[src/sv/char_lcd_write_sequencer_assert.svh]
// assertion macros for the character lcd write sequencer
`ifndef CHAR_LCD_WRITE_SEQUENCER_ASSERT_SVH
`define CHAR_LCD_WRITE_SEQUENCER_ASSERT_SVH
`ifndef SYNTH
`define CLCD_ASSERT(lbl, clk, rst_n, prop) \
	lbl: assert property (@(posedge clk) disable iff (!rst_n) prop) \
		else $error("char lcd sequencer check failed");
`define CLCD_ASSERT_NEXT(lbl, clk, rst_n, ante, cons) \
	lbl: assert property (@(posedge clk) disable iff (!rst_n) (ante) |=> (cons)) \
		else $error("char lcd sequencer check failed");
`else
`define CLCD_ASSERT(lbl, clk, rst_n, prop)
`define CLCD_ASSERT_NEXT(lbl, clk, rst_n, ante, cons)
`endif
`endif

[src/sv/clcd_pkg.sv]
// types, codes and start-up commands of the character lcd write sequencer
`default_nettype none
package clcd_pkg;

	typedef enum logic [2:0] {
		PH_IDLE    = 3'd0,
		PH_EN_HIGH = 3'd1,
		PH_EN_LOW  = 3'd2,
		PH_SETTLE  = 3'd3,
		PH_LOAD    = 3'd4
	} phase_t;

	typedef enum logic [1:0] {
		CFG_ENABLE_TICKS = 2'd0,
		CFG_SETTLE_TICKS = 2'd1,
		CFG_BUS_8BIT     = 2'd2
	} cfg_reg_t;

	localparam logic [7:0] CMD_HOME       = 8'h02;
	localparam logic [7:0] CMD_FUNC_4BIT  = 8'h28;
	localparam logic [7:0] CMD_FUNC_8BIT  = 8'h38;
	localparam logic [7:0] CMD_CLEAR      = 8'h01;
	localparam logic [7:0] CMD_DISPLAY_ON = 8'h0C;
	localparam logic [2:0] STARTUP_COUNT  = 3'd4;

	typedef struct packed {
		logic       mode;
		logic       is_data;
		logic [7:0] byte_value;
	} req_t;

	typedef struct packed {
		logic       rs_pin;
		logic       rw_pin;
		logic       en_pin;
		logic [7:0] bus_out;
		logic       busy_res;
		logic       rejected;
	} rsp_t;

	typedef struct packed {
		logic [15:0] enable_ticks;
		logic [15:0] settle_ticks;
		logic        bus_8bit;
	} cfg_t;

	typedef struct packed {
		phase_t     phase;
		logic       second_nibble;
		logic [7:0] held_byte;
		logic       held_rs;
		logic [2:0] startup_index;
		logic [7:0] bus_reg;
	} ctl_t;

	function automatic logic [7:0] startup_cmd(input logic [2:0] idx, input logic bus_8bit);
		logic [7:0] cmd;
		case (idx)
			3'd0: cmd = CMD_HOME;
			3'd1: cmd = bus_8bit ? CMD_FUNC_8BIT : CMD_FUNC_4BIT;
			3'd2: cmd = CMD_CLEAR;
			default: cmd = CMD_DISPLAY_ON;
		endcase
		return cmd;
	endfunction

endpackage
`default_nettype wire

[src/sv/char_lcd_write_sequencer.sv]
// top level of the character lcd write sequencer
`default_nettype none
// Character LCD write sequencer. Each word on req is either one time tick (mode 0)
// or a write request (mode 1); every word gives exactly one rsp word with the pin
// levels after it. From reset the block sends the start-up commands by itself as
// ticks arrive, then waits settle_ticks ticks. Requests that come while busy are
// dropped with rejected set. Throughput is one word per clock while rsp is not
// stalled; each word passes the input register and the result register, with the
// state update done in one pass between them. req_stall rises only while a held
// result is stalled on rsp. Configuration writes take effect at the next edge.
module char_lcd_write_sequencer #(
	parameter int TICK_COUNTER_WIDTH = 16
) (
	input  wire                  clk,
	input  wire                  arst_n,
	input  wire                  cfg_we,
	input  wire [1:0]            cfg_index,
	input  wire [15:0]           cfg_data,
	input  wire                  req_valid,
	output logic                 req_stall,
	input  wire clcd_pkg::req_t  req,
	output logic                 rsp_valid,
	input  wire                  rsp_stall,
	output clcd_pkg::rsp_t       rsp
);

	clcd_pkg::cfg_t                cfg_q;
	clcd_pkg::ctl_t                st_q;
	clcd_pkg::ctl_t                st_nx;
	logic [TICK_COUNTER_WIDTH-1:0] cnt_q;
	logic [TICK_COUNTER_WIDTH-1:0] cnt_nx;
	logic                          valid_s1;
	clcd_pkg::req_t                req_s1;
	clcd_pkg::rsp_t                rsp_nx;
	clcd_pkg::rsp_t                rsp_q;
	logic                          rsp_valid_q;
	logic                          advance;

	assign advance   = valid_s1 && (!rsp_valid_q || !rsp_stall);
	assign req_stall = valid_s1 && !advance;
	assign rsp_valid = rsp_valid_q;
	assign rsp       = rsp_q;

	always_ff @(posedge clk or negedge arst_n) begin
		if (!arst_n) begin
			cfg_q.enable_ticks <= 16'd1000;
			cfg_q.settle_ticks <= 16'd20000;
			cfg_q.bus_8bit     <= 1'b0;
		end else if (cfg_we) begin
			case (cfg_index)
				clcd_pkg::CFG_ENABLE_TICKS: cfg_q.enable_ticks <= cfg_data;
				clcd_pkg::CFG_SETTLE_TICKS: cfg_q.settle_ticks <= cfg_data;
				clcd_pkg::CFG_BUS_8BIT:     cfg_q.bus_8bit     <= cfg_data[0];
				default: ;
			endcase
		end
	end

	// input register
	always_ff @(posedge clk or negedge arst_n) begin
		if (!arst_n) begin
			valid_s1 <= 1'b0;
		end else if (req_valid && !req_stall) begin
			valid_s1 <= 1'b1;
		end else if (advance) begin
			valid_s1 <= 1'b0;
		end
	end

	always_ff @(posedge clk) begin
		if (req_valid && !req_stall) begin
			req_s1 <= req;
		end
	end

	clcd_step #(
		.TICK_COUNTER_WIDTH(TICK_COUNTER_WIDTH)
	) u_step (
		.st     (st_q),
		.cnt    (cnt_q),
		.cfg    (cfg_q),
		.req    (req_s1),
		.st_nx  (st_nx),
		.cnt_nx (cnt_nx),
		.rsp    (rsp_nx)
	);

	always_ff @(posedge clk or negedge arst_n) begin
		if (!arst_n) begin
			st_q.phase         <= clcd_pkg::PH_LOAD;
			st_q.second_nibble <= 1'b0;
			st_q.held_byte     <= clcd_pkg::CMD_HOME;
			st_q.held_rs       <= 1'b0;
			st_q.startup_index <= 3'd0;
			st_q.bus_reg       <= 8'h00;
			cnt_q              <= '0;
		end else if (advance) begin
			st_q  <= st_nx;
			cnt_q <= cnt_nx;
		end
	end

	// result register
	always_ff @(posedge clk or negedge arst_n) begin
		if (!arst_n) begin
			rsp_valid_q <= 1'b0;
		end else if (advance) begin
			rsp_valid_q <= 1'b1;
		end else if (!rsp_stall) begin
			rsp_valid_q <= 1'b0;
		end
	end

	always_ff @(posedge clk) begin
		if (advance) begin
			rsp_q <= rsp_nx;
		end
	end

`include "char_lcd_write_sequencer_assert.svh"

	`CLCD_ASSERT(a_en_busy, clk, arst_n, rsp_valid_q && rsp_q.en_pin |-> rsp_q.busy_res)
	`CLCD_ASSERT(a_rej_busy, clk, arst_n, rsp_valid_q && rsp_q.rejected |-> rsp_q.busy_res)
	`CLCD_ASSERT(a_settle_done, clk, arst_n, st_q.phase == clcd_pkg::PH_SETTLE |-> st_q.startup_index == clcd_pkg::STARTUP_COUNT)
	`CLCD_ASSERT_NEXT(a_adv_result, clk, arst_n, advance, rsp_valid_q)

endmodule
`default_nettype wire

[src/sv/clcd_step.sv]
// next-state and pin logic for one tick or write request
`default_nettype none
module clcd_step #(
	parameter int TICK_COUNTER_WIDTH = 16
) (
	input  wire clcd_pkg::ctl_t              st,
	input  wire [TICK_COUNTER_WIDTH-1:0]     cnt,
	input  wire clcd_pkg::cfg_t              cfg,
	input  wire clcd_pkg::req_t              req,
	output clcd_pkg::ctl_t                   st_nx,
	output logic [TICK_COUNTER_WIDTH-1:0]    cnt_nx,
	output clcd_pkg::rsp_t                   rsp
);

	localparam int CW = (TICK_COUNTER_WIDTH > 16) ? TICK_COUNTER_WIDTH : 16;
	localparam logic [TICK_COUNTER_WIDTH-1:0] CNT_MAX = {TICK_COUNTER_WIDTH{1'b1}};

	logic [TICK_COUNTER_WIDTH-1:0] cnt_inc;
	logic                          cnt_at_max;
	logic                          done_en;
	logic                          done_settle;
	logic                          rej;

	// saturating counter; hitting the top also ends a wait
	assign cnt_inc     = (cnt == CNT_MAX) ? cnt : cnt + 1'b1;
	assign cnt_at_max  = (cnt_inc == CNT_MAX);
	assign done_en     = (CW'(cnt_inc) >= CW'(cfg.enable_ticks)) || cnt_at_max;
	assign done_settle = (CW'(cnt_inc) >= CW'(cfg.settle_ticks)) || cnt_at_max;

	always_comb begin
		st_nx  = st;
		cnt_nx = cnt;
		rej    = 1'b0;
		if (req.mode) begin
			if (st.phase != clcd_pkg::PH_IDLE) begin
				rej = 1'b1;
			end else begin
				st_nx.held_byte     = req.byte_value;
				st_nx.held_rs       = req.is_data;
				st_nx.second_nibble = 1'b0;
				st_nx.bus_reg       = cfg.bus_8bit ? req.byte_value
				                                   : {req.byte_value[7:4], 4'h0};
				cnt_nx              = '0;
				st_nx.phase         = clcd_pkg::PH_EN_HIGH;
			end
		end else begin
			case (st.phase)
				clcd_pkg::PH_LOAD: begin
					st_nx.second_nibble = 1'b0;
					st_nx.bus_reg       = cfg.bus_8bit ? st.held_byte
					                                   : {st.held_byte[7:4], 4'h0};
					cnt_nx              = '0;
					st_nx.phase         = clcd_pkg::PH_EN_HIGH;
				end
				clcd_pkg::PH_EN_HIGH: begin
					cnt_nx = cnt_inc;
					if (done_en) begin
						cnt_nx      = '0;
						st_nx.phase = clcd_pkg::PH_EN_LOW;
					end
				end
				clcd_pkg::PH_EN_LOW: begin
					cnt_nx = cnt_inc;
					if (done_en) begin
						cnt_nx = '0;
						if (!cfg.bus_8bit && !st.second_nibble) begin
							// low nibble goes out on the upper bus lines
							st_nx.second_nibble = 1'b1;
							st_nx.bus_reg       = {st.held_byte[3:0], 4'h0};
							st_nx.phase         = clcd_pkg::PH_EN_HIGH;
						end else if (st.startup_index < clcd_pkg::STARTUP_COUNT) begin
							st_nx.startup_index = st.startup_index + 3'd1;
							if (st.startup_index + 3'd1 >= clcd_pkg::STARTUP_COUNT) begin
								st_nx.phase = (cfg.settle_ticks == 16'd0) ? clcd_pkg::PH_IDLE
								                                         : clcd_pkg::PH_SETTLE;
							end else begin
								st_nx.held_byte = clcd_pkg::startup_cmd(st.startup_index + 3'd1,
								                                        cfg.bus_8bit);
								st_nx.held_rs   = 1'b0;
								st_nx.phase     = clcd_pkg::PH_LOAD;
							end
						end else begin
							st_nx.phase = clcd_pkg::PH_IDLE;
						end
					end
				end
				clcd_pkg::PH_SETTLE: begin
					cnt_nx = cnt_inc;
					if (done_settle) begin
						cnt_nx      = '0;
						st_nx.phase = clcd_pkg::PH_IDLE;
					end
				end
				default: begin
					st_nx.phase = clcd_pkg::PH_IDLE;
				end
			endcase
		end
	end

	always_comb begin
		rsp.rs_pin   = st_nx.held_rs;
		rsp.rw_pin   = 1'b0;
		rsp.en_pin   = (st_nx.phase == clcd_pkg::PH_EN_HIGH);
		rsp.bus_out  = st_nx.bus_reg;
		rsp.busy_res = (st_nx.phase != clcd_pkg::PH_IDLE);
		rsp.rejected = rej;
	end

endmodule
`default_nettype wire

[config.mk]
export PLATFORM = sky130hd
export DESIGN_NAME = char_lcd_write_sequencer
export DESIGN_NICKNAME = d
export VERILOG_FILES = /design/src/sv/clcd_pkg.sv /design/src/sv/char_lcd_write_sequencer.sv /design/src/sv/clcd_step.sv
export VERILOG_INCLUDE_DIRS = /design/src /design/src/sv
export SDC_FILE = /design/constraint.sdc
export NUM_CORES = 1
export LEC_CHECK = 0
export ABC_AREA = 0
export BUFFER_PORTS_ARGS = -buffer_cell sky130_fd_sc_hd__buf_4
export CORE_ASPECT_RATIO = 0.75
export CORE_MARGIN = 3
export CORE_UTILIZATION = 52
export DETAILED_ROUTE_END_ITERATION = 8
export PLACE_DENSITY = 0.71
export SYNTH_ARGS = -nofsm -noshare
export SYNTH_HDL_FRONTEND = slang
export SYNTH_SLANG_ARGS = --single-unit
[constraint.sdc]
create_clock -name clk -period 13.4 [get_ports clk]
set_input_delay 1.34 -clock clk [delete_from_list [all_inputs] [get_ports clk]]
set_output_delay 1.34 -clock clk [all_outputs]
set_load 0.02 [all_outputs]
After elaboration in Yosys (flattened, before gate mapping)
Cells that the tools add are included.
{"block": "word_totals", "ff_bits": 97, "output_inout_bits": 15, "word_cells": 112, "in_bits": 33}
{"block": "classes", "n_addsub": 2, "mux": 35, "reduce_logical": 32, "n_bitwise": 2, "n_eq_ne": 17, "magnitude_cmp": 4}
{"op": "$mux 16", "n": 5}
{"op": "$pmux 16 s3", "n": 1}
{"op": "$mux 12", "n": 3}
{"op": "$eq 16x16->1 const B", "n": 2}
{"op": "$ge 16x16->1", "n": 2}
{"op": "$mux 13", "n": 2}
{"op": "$mux 24", "n": 1}
{"op": "$mux 8", "n": 3}
{"op": "$pmux 8 s3", "n": 1}
{"op": "$add 16x1->16 const B", "n": 1}
{"op": "$logic_not 16->1", "n": 1}
{"op": "$pmux 8 s2", "n": 1}
{"op": "$mux 3", "n": 5}
{"op": "$pmux 3 s4", "n": 1}
{"op": "$eq 3x1->1 const B", "n": 3}
{"op": "$eq 3x2->1 const B", "n": 3}
{"op": "$mux 9", "n": 1}
{"op": "$reduce_bool 3->1", "n": 3}
{"op": "$mux 4", "n": 2}
{"op": "$reduce_bool 2->1", "n": 4}
{"op": "$reduce_and 7->1", "n": 1}
{"op": "$logic_not 1->1", "n": 6}
{"op": "$mux 1", "n": 6}
{"op": "$ne 2x2->1 const B", "n": 3}
{"op": "other kinds (22)", "n": 31}

Longest topological paths before layout
{"block": "depth", "ltp_word": 10, "mapped_depth": 17}

Cells and area by module
Synthesis repeated with hierarchy kept, for this count alone.
{"block": "hier_totals", "hier_cells": 610, "area_unflattened_um2": 6308.6}
{"mod": "char_lcd_write_sequencer", "instances": 1, "area_per_inst_um2": 3522.1, "cells_per_inst": 186}
{"mod": "clcd_step", "instances": 1, "area_per_inst_um2": 2786.4, "cells_per_inst": 424}

Worst setup path after synthesis
No wires, ideal clock.
{"block": "synth_timing", "path_kind": "register -> register", "startpoint": "register cnt_q[1]", "endpoint": "register cnt_q[9]", "arrival_ps": 4877, "path_buffers": 1, "stages_incl_launch_ff": 18, "required_ps": 13318, "setup_slack_ps": 8442, "setup_time_ps": 82, "path_cell_list": "dfrtp_1 -> ha_1 -> buf_2 -> nand4_2 -> nor4_1 -> nor2_1 -> nand3_1 -> xor2_1 -> inv_1 -> ha_1 -> a2111oi_0 -> o31ai_1 -> a21oi_1 -> nand2_1 -> a2111oi_0 -> nand2_1 -> or2_2 -> a31oi_1"}
{"block": "synth_via", "elab_chain_cells": 7, "word_cells_on_any_way": 12, "cone_classes": "1 x add/sub; 2 x order compare; 2 x eq/ne; 5 x mux; 2 x reduce/logical"}
{"element": "from (decl)", "line_no": "char_lcd_write_sequencer.sv:30", "rtl": "logic [TICK_COUNTER_WIDTH-1:0] cnt_q;"}
{"element": "from (signal assigned)", "line_no": "char_lcd_write_sequencer.sv:99", "rtl": "cnt_q <= cnt_nx;"}
{"element": "$add 16x1->16 or $eq 16x16->1 (tied branches)", "line_no": "clcd_step.sv:25", "rtl": "assign cnt_inc = (cnt == CNT_MAX) ? cnt : cnt + 1'b1;"}
{"element": "$mux 16 *", "line_no": "clcd_step.sv:25"}
{"element": "$ge 16x16->1 (tied with other cells)", "line_no": "clcd_step.sv:28", "rtl": "assign done_settle = (CW'(cnt_inc) >= CW'(cfg.settle_ticks)) || cnt_at_max;"}
{"element": "$logic_or 1x1->1, on equally long branches", "line_no": "clcd_step.sv:28, clcd_step.sv:27"}
{"element": "$mux 16, on equally long branches", "line_no": "clcd_step.sv:89, clcd_step.sv:57, clcd_step.sv:64"}
{"element": "$pmux 16 s3 *", "line_no": "clcd_step.sv:47", "rtl": "case (st.phase)"}
{"element": "$mux 16 *", "line_no": "clcd_step.sv:34", "rtl": "if (req.mode) begin"}
Every way passes the cells marked *; elsewhere a longest branch is shown, timed or not.
A chain may end at the register's enable or synchronous reset.

Worst setup path after layout
{"block": "layout_timing", "startpoint": "register cnt_q[0]", "endpoint": "register st_q[12] (netlist bit)"}
{"block": "layout_via", "elab_chain_cells": 6, "word_cells_on_any_way": 8, "cone_classes": "1 x add/sub; 1 x order compare; 2 x eq/ne; 1 x mux; 3 x reduce/logical"}
{"element": "$add 16x1->16 or $eq 16x16->1 (tied branches)", "line_no": "clcd_step.sv:25"}
{"element": "$mux 16 *", "line_no": "clcd_step.sv:25"}
{"element": "$ge 16x16->1 or $eq 16x16->1 (tied branches)", "line_no": "clcd_step.sv:27, clcd_step.sv:26"}
{"element": "$logic_or 1x1->1 *", "line_no": "clcd_step.sv:27", "rtl": "assign done_en = (CW'(cnt_inc) >= CW'(cfg.enable_ticks)) || cnt_at_max;"}
{"element": "$reduce_bool 2->1 (no source line) *"}
{"element": "$reduce_and 7->1 (no source line) *"}
{"element": "to (signal assigned)", "line_no": "char_lcd_write_sequencer.sv:98", "rtl": "st_q <= st_nx;"}
{"element": "to (decl)", "line_no": "char_lcd_write_sequencer.sv:28", "rtl": "clcd_pkg::ctl_t st_q;"}
Marks and branches as above.

==> key figures <==
Outcome
  • Outcome: finished clean

Floorplanning
  • Core area: 0.0105 mm^2
  • Site Rows: 32
  • Starting density of the core: 0.546
  • Top-level I/O count: 48
  • DIE AREA: 0.0124 mm^2
  • Die H: 97.0 um
  • Die width: 127 um

Placement
  • Routability Congestion: between 0.8 and 0.9
  • I/O Buffers: 46
  • Dpl cells: between 700 and 800
  • Detailed placement HPWL: 10500 um

Worst hold path
  • Hold Crit Class: reg -> reg
  • Hold Path Depth: 1

Final layout
  • Commonest non-fill, non-tap cells in the layout: 77 x nand2_1, 62 x dfrtp_1, 54 x o21ai_0
  • Non-Filler Instances: 770
  • Final net count: 701
  • Share of cells above drive strength 1: 0.178
  • Most common cell after layout, fill and taps aside: nand2_1
  • Util after Layout: 0.615
  • Ant. Diodes: 0
  • FILL cells: 927
  • Syn-to-layout area delta: 12.6%

Yosys
  • Yosys top cell area share: 0.270
  • Syn_nets: 664
  • Compound-Gate Fraction of Synth Area: 0.189
  • EDFF count, synth: 22
  • Mapped cell area: around 0.0057 mm^2
  • Synth unique cells: roughly 70
  • Sequential area share after synthesis: 0.444
  • Synth Area in Adders: 0.0849
  • Post-Synth Simple-Gate Area: 0.164
  • Multiplexer area fraction after synthesis: 0.0523
  • Syn avg cell area: 9.71 um^2
  • Async S/R FF share, synth: 0.773
  • Synth Instances: 592
  • Synthesis-stage register bit count: 97
  • Synth area leaders: dfrtp_1 27%, edfxtp_1 11%, ha_1 8.5%
  • Largest family of logic cells by synthesized area: compound AO/OA/AOI/OAI gates
  • Xor and xnor area share after synthesis: 0.0137
  • Post-synth top area cell: dfrtp_1
  • Synth warn: 0
  • Main synth FF type: dfrtp_1

Timing
  • Clk_skew: 0.0107 ns
  • Period minus WS final: 5.73 ns
  • Setup TNS: 0 ns
  • Final Cycle Share: 0.428
  • RSZ-0062 raised after global routing: no
  • Slew HR: 0.344
  • Slew of the pin with the lowest slew margin: 0.985 ns
  • Final hold vios: 0
  • Final setup viols: 0
  • Max Transition Viols Final: 0
  • Fmax: 174 MHz

Clocking
  • Post-CTS sizing: 0
  • Clk Latency, worst-skew pair: 0.35 ns
  • CTS Hold Buffers Added: 0
  • CTS sink count: 97
  • H-tree Lvls: 3
  • Total CTS buffers: 9
  • CTS tree: yes
  • Reg clk slew, reported paths: 0.08 ns
  • Maximum root-to-sink buffer count: 2
  • Root Driver: clkbuf_16
  • Post-CTS setup repair buffer count: 0

Power
  • Leak pwr: between 2 and 3 nW
  • Comb pwr share: 0.285
  • Sw Share: 0.350
  • NetSw: approximately 0.32 mW
  • Pwr/cell area: 142 mW/mm^2
  • Worst vdd ir: 0.0000785 V
  • Seq pwr share: 0.448
  • Internal Power: 0.599 mW
  • Clock share of power: 0.268

Setup path
  • Max Fanout on Critical Path: 11
  • Crit Path Class: reg -> reg
  • Critical-path top delay cell: nor4_1
  • CP Cell Sequence: ha_1, nand4_2, nor4_1, nor2_1, nand3_1, xor2_1, inv_1, ha_1, a2111oi_0, o31ai_1, a21oi_1, o31ai_4, a32oi_1, mux2_2
  • CP Data Required Time: around 14 ns
  • Crit path largest cell delay: 0.81 ns
  • Most used cell, CP: ha_1
  • Startpoint types: flip-flop
  • Worst r2r path cells: 14
  • Crit. End Element: flip-flop
  • WP data arrival: roughly 6 ns

Routing
  • Residual DRC: 0
  • TritonRoute pass-1 iters: 6
  • Final wirelength: about 14000 um
  • Routed WL per cell: 18.6 um
  • DR iter-0 viols: 374
  • Via density: between 6 and 7
  • Final ANT Viol Nets: 0
  • Routed vias: 4744

Global route
  • Gr usage total: 0.241
  • Antenna violations before repair: 0
  • Grt ovf: 0
  • Vias in the first global route: between 4000 and 5000
  • Largest net degree at the start of global routing: 76
  • First-pass GRT wire length: about 24000 um

Flow run
  • Max cap viols: 0
[registers in the layout, summed over array words and instances, names as in the netlist]
signal / flops
cfg_q: 33
cnt_q: 16
req_s1: 10
rsp: 12
rsp_valid: 1
st_q: 24
valid_s1: 1
[per-layer routing]
layer,vias to the layer above,part of all wire,global-route usage
li1,2242,-,-
met1,2293,0.48,0.369
met2,195,0.41,0.328
met3,14,0.098,0.0706
met4,0,0.011,0.0668
met5,-,0,0
[stage by stage]
step                total power, mW  area [um^2]  setup WS, ns  hold slack (ns)
floorplan                     0.583         5750          8.44            0.456
global placement              0.665         6200          8.14            0.469
detailed placement            0.676         6200          7.77            0.476
CTS                           0.923         6470          7.75            0.495
global route                  0.980         6470          6.89            0.513
finish                        0.921         6470          7.67            0.491
[power by group through the flow]
stage,registers (mW),logic [mW],clock network [mW]
CTS,0.411,0.261,0.251
global placement,0.413,0.252,0
finish,0.413,0.262,0.247
detailed placement,0.416,0.260,0
floorplan,0.400,0.182,0
global route,0.421,0.295,0.264
[layout make-up]
cell class	instances	area (um^2)	share of cell area
inverters	50	188	0.0290
repair buffers	51	383	0.0592
flip-flops and latches	97	2550	0.395
clock inverters	5	40.0	0.00619
well taps	136	170	0.0263
clock buffers	11	233	0.0360
multi-input cells	420	2900	0.449
[worst max-delay path: cells and delay by family (launching register included)]
kind                       cells  cell delay, ns
muxes                          1            0.41
DFF                            1            0.53
xor gates and xnor gates       1            0.51
adders and majority gates      2            0.59
and+or+nand+nor                4            1.44
AOI/OAI and AO/OA              5            1.97
buffers and inverters          1            0.15
[cells by family (layout without fill, tap and decap cells)]
| kind of cell | Yosys count | count (layout) |
|---|---|---|
| XOR/XNOR | 9 | 9 |
| multiplexers | 27 | 27 |
| other | 1 | 1 |
| buffers and inverters | 75 | 117 |
| adder cells (fa/ha/maj) | 39 | 39 |
| AND/OR/NAND/NOR | 190 | 190 |
| flip-flops | 97 | 97 |
| AO/OA/AOI/OAI | 154 | 154 |
[synthesized netlist by cell type, types with 3 or more instances]
cell	count
mux2_2	22
a32o_1	3
o31ai_1	4
a21oi_1	14
nand4_1	8
nor2_1	30
a221oi_1	5
nor2b_1	5
and3_1	3
dfstp_2	13
o211ai_1	3
a22oi_1	4
and4_1	4
a22o_1	13
o2bb2ai_1	4
nand3b_1	3
edfxtp_1	22
nand2b_1	7
ha_1	39
xnor2_1	7
nor3_1	9
buf_2	6
mux2i_1	3
dfrtp_1	62
o21ai_0	54
and2_1	3
or3_1	4
inv_1	47
a32oi_1	8
nand3_1	17
clkbuf_1	18
nand2_1	77
a31oi_1	7
nor4_1	8
a21o_1	6
a221o_1	3
[final timing paths]
check / startpoint / end / slack, ns
setup / recovery: cnt_q[0] / st_q[12] / 7.67
hold / removal: valid_s1 / rsp_valid / 0.49
setup reg to reg: cnt_q[0] / st_q[12] / 7.67
hold reg to reg: valid_s1 / rsp_valid / 0.49
max in group asynchronous: arst_n / valid_s1 / 11.62
min in group asynchronous: arst_n / cnt_q[4] / 1.12
No activity file was read; power rests on OpenSTA's default activity.
